### config.mk
export PLATFORM = sky130hd
export DESIGN_NAME = band_meter_ballistics_peak_hold
export DESIGN_NICKNAME = d
export VERILOG_FILES = /design/src/bmb_pkg.sv /design/src/bmb_front.sv /design/src/bmb_queue.sv /design/src/bmb_back.sv /design/src/band_meter_ballistics_peak_hold.sv
export SDC_FILE = /design/constraint.sdc
export NUM_CORES = 2
export LEC_CHECK = 0
export ABC_AREA = 1
export BUFFER_PORTS_ARGS = -buffer_cell sky130_fd_sc_hd__buf_2
export CAP_MARGIN = 10
export CORE_ASPECT_RATIO = 0.6
export CORE_MARGIN = 4
export CORE_UTILIZATION = 30
export CTS_CLUSTER_DIAMETER = 100
export CTS_CLUSTER_SIZE = 10
export DETAILED_ROUTE_END_ITERATION = 8
export SYNTH_ARGS = -nofsm -noshare
export SYNTH_HDL_FRONTEND = slang
export SYNTH_SLANG_ARGS = --single-unit
### constraint.sdc
create_clock -name i_clk -period 20.5 [get_ports i_clk]
set_input_delay 6.15 -clock i_clk [delete_from_list [all_inputs] [get_ports i_clk]]
set_output_delay 6.15 -clock i_clk [all_outputs]
set_load 0.03 [all_outputs]
### src/bmb_pkg.sv
// ----------------------------------------------------------------------------
// Band meter package
// Shared widths, constants and the item type that moves from the front end
// through the queue to the back end of the band meter.
// ----------------------------------------------------------------------------
package bmb_pkg;

    // Field widths fixed by the interface.
    localparam int BAND_W  = 5;
    localparam int MAG_W   = 8;
    localparam int LEVEL_W = 8;
    localparam int SMOOTH_W = 16;   // unsigned 8.8 fixed point

    // Number of bands held in state. It cannot exceed what the band field
    // can address.
    localparam int NUM_BANDS  = 32;
    localparam int BAND_IDX_W = (NUM_BANDS > 1) ? $clog2(NUM_BANDS) : 1;

    // Ballistics, in 1/256 steps.
    localparam logic [7:0] ATTACK_COEF = 8'd141;
    localparam logic [7:0] DECAY_COEF  = 8'd56;
    localparam logic [7:0] ROUND_HALF  = 8'd128;

    // Peak cap fall per update and output ceiling.
    localparam logic [LEVEL_W-1:0] CAP_FALL  = 8'd3;
    localparam logic [LEVEL_W-1:0] LEVEL_MAX = 8'd255;

    // Reset gain in percent.
    localparam logic [7:0] SENS_RESET = 8'd100;

    // Division by 100 of a 16-bit product: x / 100 == (x * 83887) >> 23,
    // exact for every x below 65536.
    localparam int DIV100_MUL_W = 17;
    localparam logic [DIV100_MUL_W-1:0] DIV100_MUL = 17'd83887;
    localparam int DIV100_SHIFT = 23;
    localparam int GAIN_PROD_W  = LEVEL_W + 8;
    localparam int DIV_PROD_W   = GAIN_PROD_W + DIV100_MUL_W;

    // Queue between front and back.
    localparam int QUEUE_DEPTH = 4;
    localparam int QPTR_W      = $clog2(QUEUE_DEPTH);
    localparam int QCNT_W      = $clog2(QUEUE_DEPTH + 1);

    // One classified beat.
    typedef struct packed {
        logic [BAND_W-1:0] band;
        logic [MAG_W-1:0]  mag;
        logic              in_range;
    } t_item;

endpackage

### src/bmb_front.sv
// ----------------------------------------------------------------------------
// Band meter front end
// Accepts input beats, checks the band against the state depth and holds the
// classified beat until the queue takes it.
// ----------------------------------------------------------------------------
module bmb_front (
    input  logic                     i_clk,
    input  logic                     i_rst_n,
    input  logic                     i_in_valid,
    output logic                     o_in_stall,
    input  logic [bmb_pkg::BAND_W-1:0] i_band_index,
    input  logic [bmb_pkg::MAG_W-1:0]  i_band_magnitude,
    input  logic                     i_q_full,
    output logic                     o_push,
    output bmb_pkg::t_item           o_item
);
    import bmb_pkg::*;

    logic  r_valid;
    t_item r_item;
    logic  accept;

    // The held beat leaves whenever the queue has room.
    assign o_push     = r_valid && !i_q_full;
    assign o_in_stall = r_valid && i_q_full;
    assign accept     = i_in_valid && !o_in_stall;
    assign o_item     = r_item;

    always_ff @(posedge i_clk) begin
        if (!i_rst_n) begin
            r_valid <= 1'b0;
        end else if (accept) begin
            r_valid <= 1'b1;
        end else if (o_push) begin
            r_valid <= 1'b0;
        end
    end

    always_ff @(posedge i_clk) begin
        if (accept) begin
            r_item.band     <= i_band_index;
            r_item.mag      <= i_band_magnitude;
            r_item.in_range <= (32'(i_band_index) < NUM_BANDS);
        end
    end

endmodule

### src/bmb_queue.sv
// ----------------------------------------------------------------------------
// Band meter queue
// Small register FIFO that decouples the front end from the back pipeline.
// ----------------------------------------------------------------------------
module bmb_queue (
    input  logic           i_clk,
    input  logic           i_rst_n,
    input  logic           i_push,
    input  bmb_pkg::t_item i_push_item,
    output logic           o_full,
    input  logic           i_pop,
    output logic           o_valid,
    output bmb_pkg::t_item o_item
);
    import bmb_pkg::*;

    t_item             r_mem [QUEUE_DEPTH];
    logic [QPTR_W-1:0] r_wr_ptr;
    logic [QPTR_W-1:0] r_rd_ptr;
    logic [QCNT_W-1:0] r_count;
    logic [QCNT_W-1:0] n_count;
    logic              do_pop;

    assign o_full  = (r_count == QCNT_W'(QUEUE_DEPTH));
    assign o_valid = (r_count != '0);
    assign o_item  = r_mem[r_rd_ptr];
    assign do_pop  = i_pop && o_valid;

    always_comb begin
        n_count = r_count;
        if (i_push && !do_pop) begin
            n_count = r_count + 1'b1;
        end else if (!i_push && do_pop) begin
            n_count = r_count - 1'b1;
        end
    end

    always_ff @(posedge i_clk) begin
        if (!i_rst_n) begin
            r_wr_ptr <= '0;
            r_rd_ptr <= '0;
            r_count  <= '0;
        end else begin
            r_count <= n_count;
            if (i_push) begin
                r_wr_ptr <= r_wr_ptr + 1'b1;
            end
            if (do_pop) begin
                r_rd_ptr <= r_rd_ptr + 1'b1;
            end
        end
    end

    always_ff @(posedge i_clk) begin
        if (i_push) begin
            r_mem[r_wr_ptr] <= i_push_item;
        end
    end

endmodule

### src/bmb_back.sv
// ----------------------------------------------------------------------------
// Band meter back end
// Four-stage pipeline: smoothing with per-band state, gain multiply,
// division by 100, then saturation, peak cap update and the output register.
// ----------------------------------------------------------------------------
module bmb_back (
    input  logic                        i_clk,
    input  logic                        i_rst_n,
    input  logic                        i_cfg_wr_en,
    input  logic [7:0]                  i_cfg_wr_data,
    input  logic                        i_q_valid,
    input  bmb_pkg::t_item              i_q_item,
    output logic                        o_pop,
    output logic                        o_out_valid,
    input  logic                        i_out_stall,
    output logic [bmb_pkg::BAND_W-1:0]  o_out_band,
    output logic [bmb_pkg::LEVEL_W-1:0] o_shown_level,
    output logic [bmb_pkg::LEVEL_W-1:0] o_peak_cap
);
    import bmb_pkg::*;

    // Per-band state.
    logic [SMOOTH_W-1:0] r_level [NUM_BANDS];
    logic [LEVEL_W-1:0]  r_cap   [NUM_BANDS];
    logic [7:0]          r_sens;

    // Whole pipeline moves together when the output register is free.
    logic adv;

    // Stage A: smoothing.
    logic [BAND_IDX_W-1:0] a_idx;
    logic [SMOOTH_W-1:0]   a_cur;
    logic [SMOOTH_W-1:0]   a_target;
    logic                  a_rising;
    logic [SMOOTH_W-1:0]   a_diff;
    logic [7:0]            a_coef;
    logic [SMOOTH_W+8:0]   a_scaled;
    logic [SMOOTH_W-1:0]   a_step;
    logic [SMOOTH_W-1:0]   n_level;

    logic                  r_a_valid;
    logic [BAND_W-1:0]     r_a_band;
    logic                  r_a_ok;
    logic [SMOOTH_W-1:0]   r_a_level;

    // Stage B: rounding and gain.
    logic [SMOOTH_W:0]     b_round;
    logic [LEVEL_W-1:0]    b_lvl;
    logic                  r_b_valid;
    logic [BAND_W-1:0]     r_b_band;
    logic                  r_b_ok;
    logic [GAIN_PROD_W-1:0] r_b_prod;

    // Stage C: reciprocal multiply for the division by 100.
    logic                  r_c_valid;
    logic [BAND_W-1:0]     r_c_band;
    logic                  r_c_ok;
    logic [DIV_PROD_W-1:0] r_c_prod;

    // Stage D: saturation and peak cap.
    logic [BAND_IDX_W-1:0]            d_idx;
    logic [DIV_PROD_W-DIV100_SHIFT-1:0] d_quot;
    logic [LEVEL_W-1:0]               d_shown;
    logic [LEVEL_W-1:0]               d_old_cap;
    logic [LEVEL_W-1:0]               n_cap;

    assign adv   = !o_out_valid || !i_out_stall;
    assign o_pop = adv && i_q_valid;

    always_ff @(posedge i_clk) begin
        if (!i_rst_n) begin
            r_sens <= SENS_RESET;
        end else if (i_cfg_wr_en) begin
            r_sens <= i_cfg_wr_data;
        end
    end

    // The level moves toward the magnitude by a rounded fraction of the gap,
    // fast on the way up and slow on the way down. The step never exceeds
    // the gap, so it fits the state width.
    always_comb begin
        a_idx    = i_q_item.band[BAND_IDX_W-1:0];
        a_cur    = r_level[a_idx];
        a_target = {i_q_item.mag, 8'h00};
        a_rising = (a_target > a_cur);
        a_diff   = a_rising ? (a_target - a_cur) : (a_cur - a_target);
        a_coef   = a_rising ? ATTACK_COEF : DECAY_COEF;
        a_scaled = (SMOOTH_W+9)'(a_diff * a_coef) + (SMOOTH_W+9)'(ROUND_HALF);
        a_step   = a_scaled[SMOOTH_W+7:8];
        n_level  = a_rising ? (a_cur + a_step) : (a_cur - a_step);
    end

    always_ff @(posedge i_clk) begin
        if (!i_rst_n) begin
            for (int i = 0; i < NUM_BANDS; i++) begin
                r_level[i] <= '0;
            end
        end else if (o_pop && i_q_item.in_range) begin
            r_level[a_idx] <= n_level;
        end
    end

    always_comb begin
        b_round = {1'b0, r_a_level} + (SMOOTH_W+1)'(ROUND_HALF);
        b_lvl   = (b_round[SMOOTH_W:8] > {1'b0, LEVEL_MAX}) ? LEVEL_MAX
                                                             : b_round[15:8];
    end

    always_comb begin
        d_idx     = r_c_band[BAND_IDX_W-1:0];
        d_quot    = r_c_prod[DIV_PROD_W-1:DIV100_SHIFT];
        d_shown   = (d_quot > (DIV_PROD_W-DIV100_SHIFT)'(LEVEL_MAX)) ? LEVEL_MAX
                                                                     : d_quot[7:0];
        d_old_cap = r_cap[d_idx];
        if (d_shown > d_old_cap) begin
            n_cap = d_shown;
        end else if (d_old_cap >= CAP_FALL) begin
            n_cap = d_old_cap - CAP_FALL;
        end else begin
            n_cap = '0;
        end
    end

    always_ff @(posedge i_clk) begin
        if (!i_rst_n) begin
            for (int i = 0; i < NUM_BANDS; i++) begin
                r_cap[i] <= '0;
            end
        end else if (adv && r_c_valid && r_c_ok) begin
            r_cap[d_idx] <= n_cap;
        end
    end

    // Valid bits of the stages.
    always_ff @(posedge i_clk) begin
        if (!i_rst_n) begin
            r_a_valid   <= 1'b0;
            r_b_valid   <= 1'b0;
            r_c_valid   <= 1'b0;
            o_out_valid <= 1'b0;
        end else if (adv) begin
            r_a_valid   <= i_q_valid;
            r_b_valid   <= r_a_valid;
            r_c_valid   <= r_b_valid;
            o_out_valid <= r_c_valid;
        end
    end

    // Stage payloads.
    always_ff @(posedge i_clk) begin
        if (adv) begin
            r_a_band  <= i_q_item.band;
            r_a_ok    <= i_q_item.in_range;
            r_a_level <= n_level;

            r_b_band  <= r_a_band;
            r_b_ok    <= r_a_ok;
            r_b_prod  <= GAIN_PROD_W'(b_lvl * r_sens);

            r_c_band  <= r_b_band;
            r_c_ok    <= r_b_ok;
            r_c_prod  <= DIV_PROD_W'(r_b_prod * DIV100_MUL);

            o_out_band    <= r_c_band;
            o_shown_level <= r_c_ok ? d_shown : '0;
            o_peak_cap    <= r_c_ok ? n_cap : '0;
        end
    end

endmodule

### src/band_meter_ballistics_peak_hold.sv
// ----------------------------------------------------------------------------
// Band meter with attack/decay ballistics and peak hold
// Path: front-end register, queue, back stages A, B and C, output register.
// Throughput: one beat per cycle, sustained, for any mix of bands, while
// the output side is not stalling.
// Reset: synchronous, active low; all band levels and caps clear to zero and
// the sensitivity returns to 100 percent. There is no clearing pass.
// ----------------------------------------------------------------------------
//
// Structure
//   The front end registers each input beat and marks whether its band lies
//   within the state depth. A four-entry queue sits between the front end and
//   the back pipeline so that the input keeps flowing while a finished result
//   waits at the output.
//
//   The back pipeline has four stages that all advance together whenever the
//   output register is empty or being taken:
//     A  reads the band's smoothed level, moves it toward the magnitude and
//        writes it back in the same cycle, so a beat for the same band in the
//        next cycle already sees the update;
//     B  rounds the 8.8 level to an integer and multiplies it by the gain;
//     C  divides by 100 as a multiply by a reciprocal;
//     D  saturates at 255, updates the band's peak cap (read and written in
//        the same cycle) and loads the output register.
//   Because each piece of per-band state is read, updated and written within
//   one stage, no forwarding between stages is needed.
//
//   A beat whose band lies beyond the state depth leaves all state untouched
//   and returns a shown level and cap of zero.
//
//   The sensitivity register is expected to be written only while no beat is
//   in flight.
// ----------------------------------------------------------------------------
module band_meter_ballistics_peak_hold (
    input  logic                        i_clk,
    input  logic                        i_rst_n,
    input  logic                        i_cfg_wr_en,
    input  logic [7:0]                  i_cfg_wr_data,
    input  logic                        i_in_valid,
    output logic                        o_in_stall,
    input  logic [bmb_pkg::BAND_W-1:0]  i_band_index,
    input  logic [bmb_pkg::MAG_W-1:0]   i_band_magnitude,
    output logic                        o_out_valid,
    input  logic                        i_out_stall,
    output logic [bmb_pkg::BAND_W-1:0]  o_out_band,
    output logic [bmb_pkg::LEVEL_W-1:0] o_shown_level,
    output logic [bmb_pkg::LEVEL_W-1:0] o_peak_cap
);
    import bmb_pkg::*;

    // Front end to queue.
    logic  push;
    t_item push_item;
    logic  q_full;

    // Queue to back pipeline.
    logic  pop;
    logic  q_valid;
    t_item q_item;

    bmb_front u_front (
        .i_clk            (i_clk),
        .i_rst_n          (i_rst_n),
        .i_in_valid       (i_in_valid),
        .o_in_stall       (o_in_stall),
        .i_band_index     (i_band_index),
        .i_band_magnitude (i_band_magnitude),
        .i_q_full         (q_full),
        .o_push           (push),
        .o_item           (push_item)
    );

    bmb_queue u_queue (
        .i_clk       (i_clk),
        .i_rst_n     (i_rst_n),
        .i_push      (push),
        .i_push_item (push_item),
        .o_full      (q_full),
        .i_pop       (pop),
        .o_valid     (q_valid),
        .o_item      (q_item)
    );

    bmb_back u_back (
        .i_clk         (i_clk),
        .i_rst_n       (i_rst_n),
        .i_cfg_wr_en   (i_cfg_wr_en),
        .i_cfg_wr_data (i_cfg_wr_data),
        .i_q_valid     (q_valid),
        .i_q_item      (q_item),
        .o_pop         (pop),
        .o_out_valid   (o_out_valid),
        .i_out_stall   (i_out_stall),
        .o_out_band    (o_out_band),
        .o_shown_level (o_shown_level),
        .o_peak_cap    (o_peak_cap)
    );

endmodule

# Yosys cells after proc, flatten, opt, wreduce, memory -nomap -nowiden
# Memory sizes are Yosys's and may differ from the RTL's. A register that Yosys moved wholly into a read port is not among the register bits.
# Index checks and enable logic that the tools add are counted.
[totals] regBits=137 latch_bits=0 ram_bits=820 romBits=0 in_bits=26 output_inout_bits=23 word_cells=97 n_memories=3
[classes] n_addsub=11 n_mul=3 n_div=0 n_lt_le_gt_ge=5 eq_ne=1 shifts=0 muxes=29 bitwise=0 reduce_logical=22
[memory_table] name="u_back.r_level" depth=32 width=16 read_ports=1 rd_ports_with_merged_regs=0 write_ports=32 line="bmb_back.sv:23" rtl="logic [SMOOTH_W-1:0] r_level [NUM_BANDS];"
[memory_table] name="u_back.r_cap" depth=32 width=8 read_ports=1 rd_ports_with_merged_regs=1 write_ports=32 line="bmb_back.sv:24" rtl="logic [LEVEL_W-1:0] r_cap [NUM_BANDS];"
[memory_table] name="u_queue.r_mem" depth=4 width=13 read_ports=1 rd_ports_with_merged_regs=1 write_ports=1 line="bmb_queue.sv:17" rtl="t_item r_mem [QUEUE_DEPTH];"
[ops] cell="16-bit two-way mux" n=3
[ops] cell="8-bit two-way mux" n=6
[ops] cell="16-bit subtractor" n=3
[ops] cell="16-bit by 17-bit multiplier with 33-bit output (second input constant)" n=1
[ops] cell="24-bit by 8-bit adder with 24-bit output (second input constant)" n=1
[ops] cell="16-bit by 8-bit multiplier with 24-bit output" n=1
[ops] cell="16-bit by 8-bit adder with 17-bit output (second input constant)" n=1
[ops] cell="16-bit adder" n=1
[ops] cell="16-bit > comparator" n=1
[ops] cell="8-bit by 8-bit multiplier with 16-bit output" n=1
[ops] cell="16-bit OR reduction" n=1
[ops] cell="5-bit two-way mux" n=3
[ops] cell="1-bit two-way mux" n=13
[ops] cell="10-bit by 8-bit > comparator with 1-bit output (second input constant)" n=1
[ops] cell="9-bit by 8-bit > comparator with 1-bit output (second input constant)" n=1
[ops] cell="1-bit logical AND" n=9
[ops] cell="8-bit by 2-bit greater-or-equal comparator with 1-bit output (second input constant)" n=1
[ops] cell="8-bit > comparator" n=1
[ops] cell="8-bit OR reduction" n=1
[ops] cell="8-bit by 2-bit subtractor with 8-bit output (second input constant)" n=1
[ops] cell="1-bit logical NOT" n=6
[ops] cell="3-bit two-way mux" n=2
[ops] cell="2-bit by 1-bit adder with 2-bit output (second input constant)" n=2
[ops] cell="2-bit two-way mux" n=2
[ops] cell="other kinds (7)" n=8

# Longest topological paths before layout
[depth] word_depth=9 mapped_depth=68 mapped_depth_nobuf=64

# Modules after synthesis
# From an unflattened synthesis, not the netlist that was laid out.
[hier_totals] hier_cells=5256 hier_area_um2=52385.2
[modules_own_cells] module="bmb_back" instances=1 cells_each=5034 area_per_inst_um2=49302.3 seq_area_each_um2=25624.6
[modules_own_cells] module="bmb_queue" instances=1 cells_each=198 area_per_inst_um2=2623.8 seq_area_each_um2=1861.8
[modules_own_cells] module="bmb_front" instances=1 cells_each=24 area_per_inst_um2=459.2 seq_area_each_um2=410.4

# Worst setup path after synthesis
# No wires, ideal clock.
[synth_timing] path_type="flip-flop to flip-flop" from="register with a tool-made name" to="memory u_back.r_level[10][15] (data pin)" setup_ns=0.262 arrival_time_ns=10.718 required_time_ns=20.238 slack_ns=9.520 path_stages_with_launch=62 n_path_buf=11 period_less_slack_ns=10.980 cell_sequence="dfxtp_1 -> buf_6 -> inv_4 -> nand2_2 -> nand3_2 -> nand2_4 -> buf_6 -> buf_6 -> nor2_4 -> buf_6 -> clkbuf_1 -> clkbuf_1 -> clkbuf_1 -> a22oi_1 -> nand2_1 -> a22o_1 -> nor4_1 -> ha_1 -> [26 not listed] -> inv_1 -> a21oi_1 -> o21ai_0 -> a21oi_1 -> o21bai_1 -> a21boi_0 -> o21ai_0 -> nand2_1 -> nand2_1 -> a21oi_1 -> xor2_1 -> nand2_1 -> nand2_1 -> xnor2_2 -> inv_2 -> nand2_4 -> buf_6 -> a21oi_2"
[synth_rtl] item="end: declaration" line="bmb_back.sv:23"

==> results.md <==
• **die outline height** 330 um
• **result of the run** finished clean
• **clock tree from TritonCTS** built
• **wire length of the first global-routing pass** 237 mm
• **hpwl dp** 109 mm
• **Yosys cell types** 67
• **worst hold slack across all endpoints** 0.417 ns
• **post-detailed-route count of antenna-violating nets** 0
• **number of setup violations in the final report** 0
• **Mean Syn Cell Area** 10.1 um2
• **worst-margin pin slew** 1.28 ns
• **unrepaired setup endpoints after global routing** no
• **Resized cells post-CTS** 0
• **routability congestion estimate from global placement** 0.951
• **Worst EP arrival** 15.39 ns
• **die area** 180,000 um2
• **most common flop cell mapped by yosys** edfxtp_1
• **total wire length after detailed routing** 159 mm
• **first-pass detailed-route iteration total** 5
• **pin count of the biggest net entering global routing** 82
• **Async S/R FF share, synth** 0%
• **sequential element share of the synthesized area** 53.4%
• **number of synthesized flops with an enable pin** 904
• **Placement Rows** 117
• **number of antenna violations at the first check in global routing** 7
• **final clock skew** 0.0618 ns
• **critical path's largest stage delay** 0.71 ns
• **leading area contributor after synthesis** edfxtp_1
• **main area contributors after synthesis** edfxtp_1 52%, nor2_1 7.5%, fa_1 7.3%
• **area of the core region** 171,000 um2
• **hold buffers post-CTS** 0
• **TritonCTS Buffers** 103
• **area of the mapped netlist** 51,900 um2
• **clock-pin slew on the worst setup and hold paths** 0.06 ns
• **area growth from synthesis to layout** 10.5%
• **critical path's most frequent cell** nand2_1
• **# IOs** 49
• **end of the worst register-to-register path** u_back.r_level[2][15]
• **Period minus WS final** 14.84 ns
• **max-cap check violation count** 0
• **compound-cell area share of the yosys netlist** 8.67%
• **setup TNS** 0 ns
• **adder-cell area share of the yosys netlist** 13.6%
• **Max Buffers Root-to-Sink** 3
• **dominant combinational cell family by area after synthesis** simple AND/OR/NAND/NOR gates
• **critical path endpoint category** flip-flop
• **Sinks on Clock Net** 931
• **Total GRT Usage** 17.3%
• **Relative slew margins** 14.2%
• **sort of element at the start of the critical path** flip-flop
• **Initial Util** 30.4%
• **H-tree depth** 3
• **fraction of synthesized cell area in xor and xnor cells** 1.50%
• **critical path's slowest cell** nor2_4
• **post-synthesis mux area share** 0.0193%
• **Post-CTS Setup Inserts** 0
• **largest fanout on the critical path** 51
• **Gate Count Post-Synth** 5,132
• **WP data required** 21.04 ns
• **vias in the first global route** 36,343
• **wire length per cell after detailed routing** 21.4 um
• **Final Core Density** 33.6%
• **number of design-rule violations left by the first detailed-router iteration** 4,703
• **Avg Vias per Cell** 5.15
• **Crit Path Category** flip-flop to flip-flop
• **Critical Path End** u_back.r_level[2][15]
• **die width** 545 um
• **number of cells traversed by the worst register-to-register path** 56
• **count of input and output buffers** 48
• **Hold Vio Cnt, Final** 0
• **Nets** 5,583
• **Final Cycle Share** 72.4%
• **DRC viols** 0
• **post-route setup slack** 5.66 ns
• **Max Slew Vio Count** 0
• **DR vias** 38,165
• **layout cell share with drive strength beyond 1** 6.65%
• **Yosys warnings** 0
• **area share of the largest cell type after synthesis** 52.3%
• **post-synthesis simple-gate area fraction** 16.9%
• **Root Buffer** clkbuf_16
• **Fmax** 67.4 MHz
• **path category of the worst min-delay check** flip-flop to flip-flop
• **minimum setup slack among reg-to-reg paths** 5.66 ns
• **Yosys reg bits** 931
• **Remaining Overflow, GRT** 0
• **worst-case setup slack after placement** 5.91 ns
• **clk_lat worst skew** 0.72 ns
==> cells in the mapped netlist (all sizes together), types with 2 or more instances <==
library cell     n
conb             2
nand2          956
or2             10
a21oi          145
o221ai          55
a32o             3
edfxtp         904
nand3          128
o31ai            4
a22o            28
a21boi           5
clkbuf         202
buf             63
o21ai          238
and2             2
inv            488
xnor2           22
a21o             2
a221oi           4
o22ai           30
fa             188
a211oi           3
xor2            64
nand3b           4
nor4            15
a22oi          144
o21a             4
a31oi            9
nor2          1050
a32oi            7
ha             265
nand4           13
nor3            24
clkinv           5
o21bai          10
dfxtp           27
==> metal layers <==
metal / wire length, um / track usage, %
met1: 75800 / 27.9
met2: 57700 / 21.4
met5: 0 / 0
met4: 2310 / 2.88
met3: 22800 / 6.63
==> area by class of cell <==
class / count / area (um2)
repair buffers: 121 / 811
clock inverters: 9 / 170
flip-flops and latches: 931 / 27700
well taps: 2261 / 2830
diodes: 3 / 7.51
clock buffers: 134 / 2690
multi-input cells: 3454 / 21300
inverters: 493 / 1850
fillers: 17284 / 113000
==> cell usage in the layout (no fill, tap or decap), types with 14 or more instances in the layout <==
cell type  Yosys  layout
xor2_1        62      60
o21ai_0      226     226
xnor2_1       21      18
a22oi_1      144     144
nand2_2       13      14
a22o_1        28      28
a21oi_2       29      29
edfxtp_1     904     904
buf_2         24      47
a21oi_1      116     116
nor3_1        22      18
clkbuf_16      0     103
nand3_1      123     123
clkbuf_1     202      31
ha_1         265     265
buf_4         14      73
fa_1         188     188
inv_1        481     472
nor4_1        15      15
o22ai_1       30      30
nand2_1      938     936
o221ai_1      55      55
dfxtp_1       27      26
nor2_1      1035    1035
==> registers in the layout, indices dropped and copies added, names as in the netlist, 2 cells and up, named ones only <==
| signal | flops |
|---|---|
| u_back.d_idx | 5 |
| u_back.o_out_band | 5 |
| u_back.o_peak_cap | 8 |
| u_back.o_shown_level | 8 |
| u_back.r_a_band | 5 |
| u_back.r_a_level | 9 |
| u_back.r_b_band | 5 |
| u_back.r_b_prod | 16 |
| u_back.r_c_prod | 10 |
| u_back.r_cap | 256 |
| u_back.r_level | 512 |
| u_back.r_sens | 8 |
| u_front.o_item | 13 |
| u_queue.r_count | 3 |
| u_queue.r_mem | 52 |
| u_queue.r_rd_ptr | 2 |
| u_queue.r_wr_ptr | 2 |
==> critical path: cells and delay by family (launching register included) <==
family,cells,cell delay [ns]
and+or+nand+nor,15,3.33
buffers and inverters,12,2.91
xor gates and xnor gates,4,0.72
AOI/OAI and AO/OA,17,3.92
DFF,1,0.41
adders and majority gates,8,3.27
==> how the worst min path moves through the flow <==
stage,slack [ns],start,cells after the start,to
6_report,0.42,u_back.r_a_band[1],0,u_back.r_b_band[1]
5_1_grt,0.43,u_back.r_a_band[1],0,u_back.r_b_band[1]
4_1_cts,0.42,u_back.r_a_band[4],0,u_back.r_b_band[4]
3_5_place_dp,0.40,u_back.r_a_band[4],0,u_back.r_b_band[4]
3_3_place_gp,0.40,u_back.r_a_band[4],0,u_back.r_b_band[4]
2_1_floorplan,0.40,u_back.r_a_band[0],0,u_back.r_b_band[0]
==> kinds of logic (layout without fill, tap and decap cells) <==
logic type	Yosys count	count (layout)
xor+xnor	86	86
mux	1	1
simple gates	2203	2203
buf+inv	758	757
compound gates	698	698
flops	931	931
fa+ha+maj	453	453
other cells	2	16
==> through the flow <==
stage | instances | instance area, um2
global route | 7403 | 57300
CTS | 7401 | 57300
global placement | 7258 | 54400
floorplan | 5143 | 51900
detailed placement | 7258 | 54400
finish | 7406 | 57300
Power is left out: the tool's default activity adds up to more than one toggle a clock period on the data nets, which glitch-free logic cannot reach.
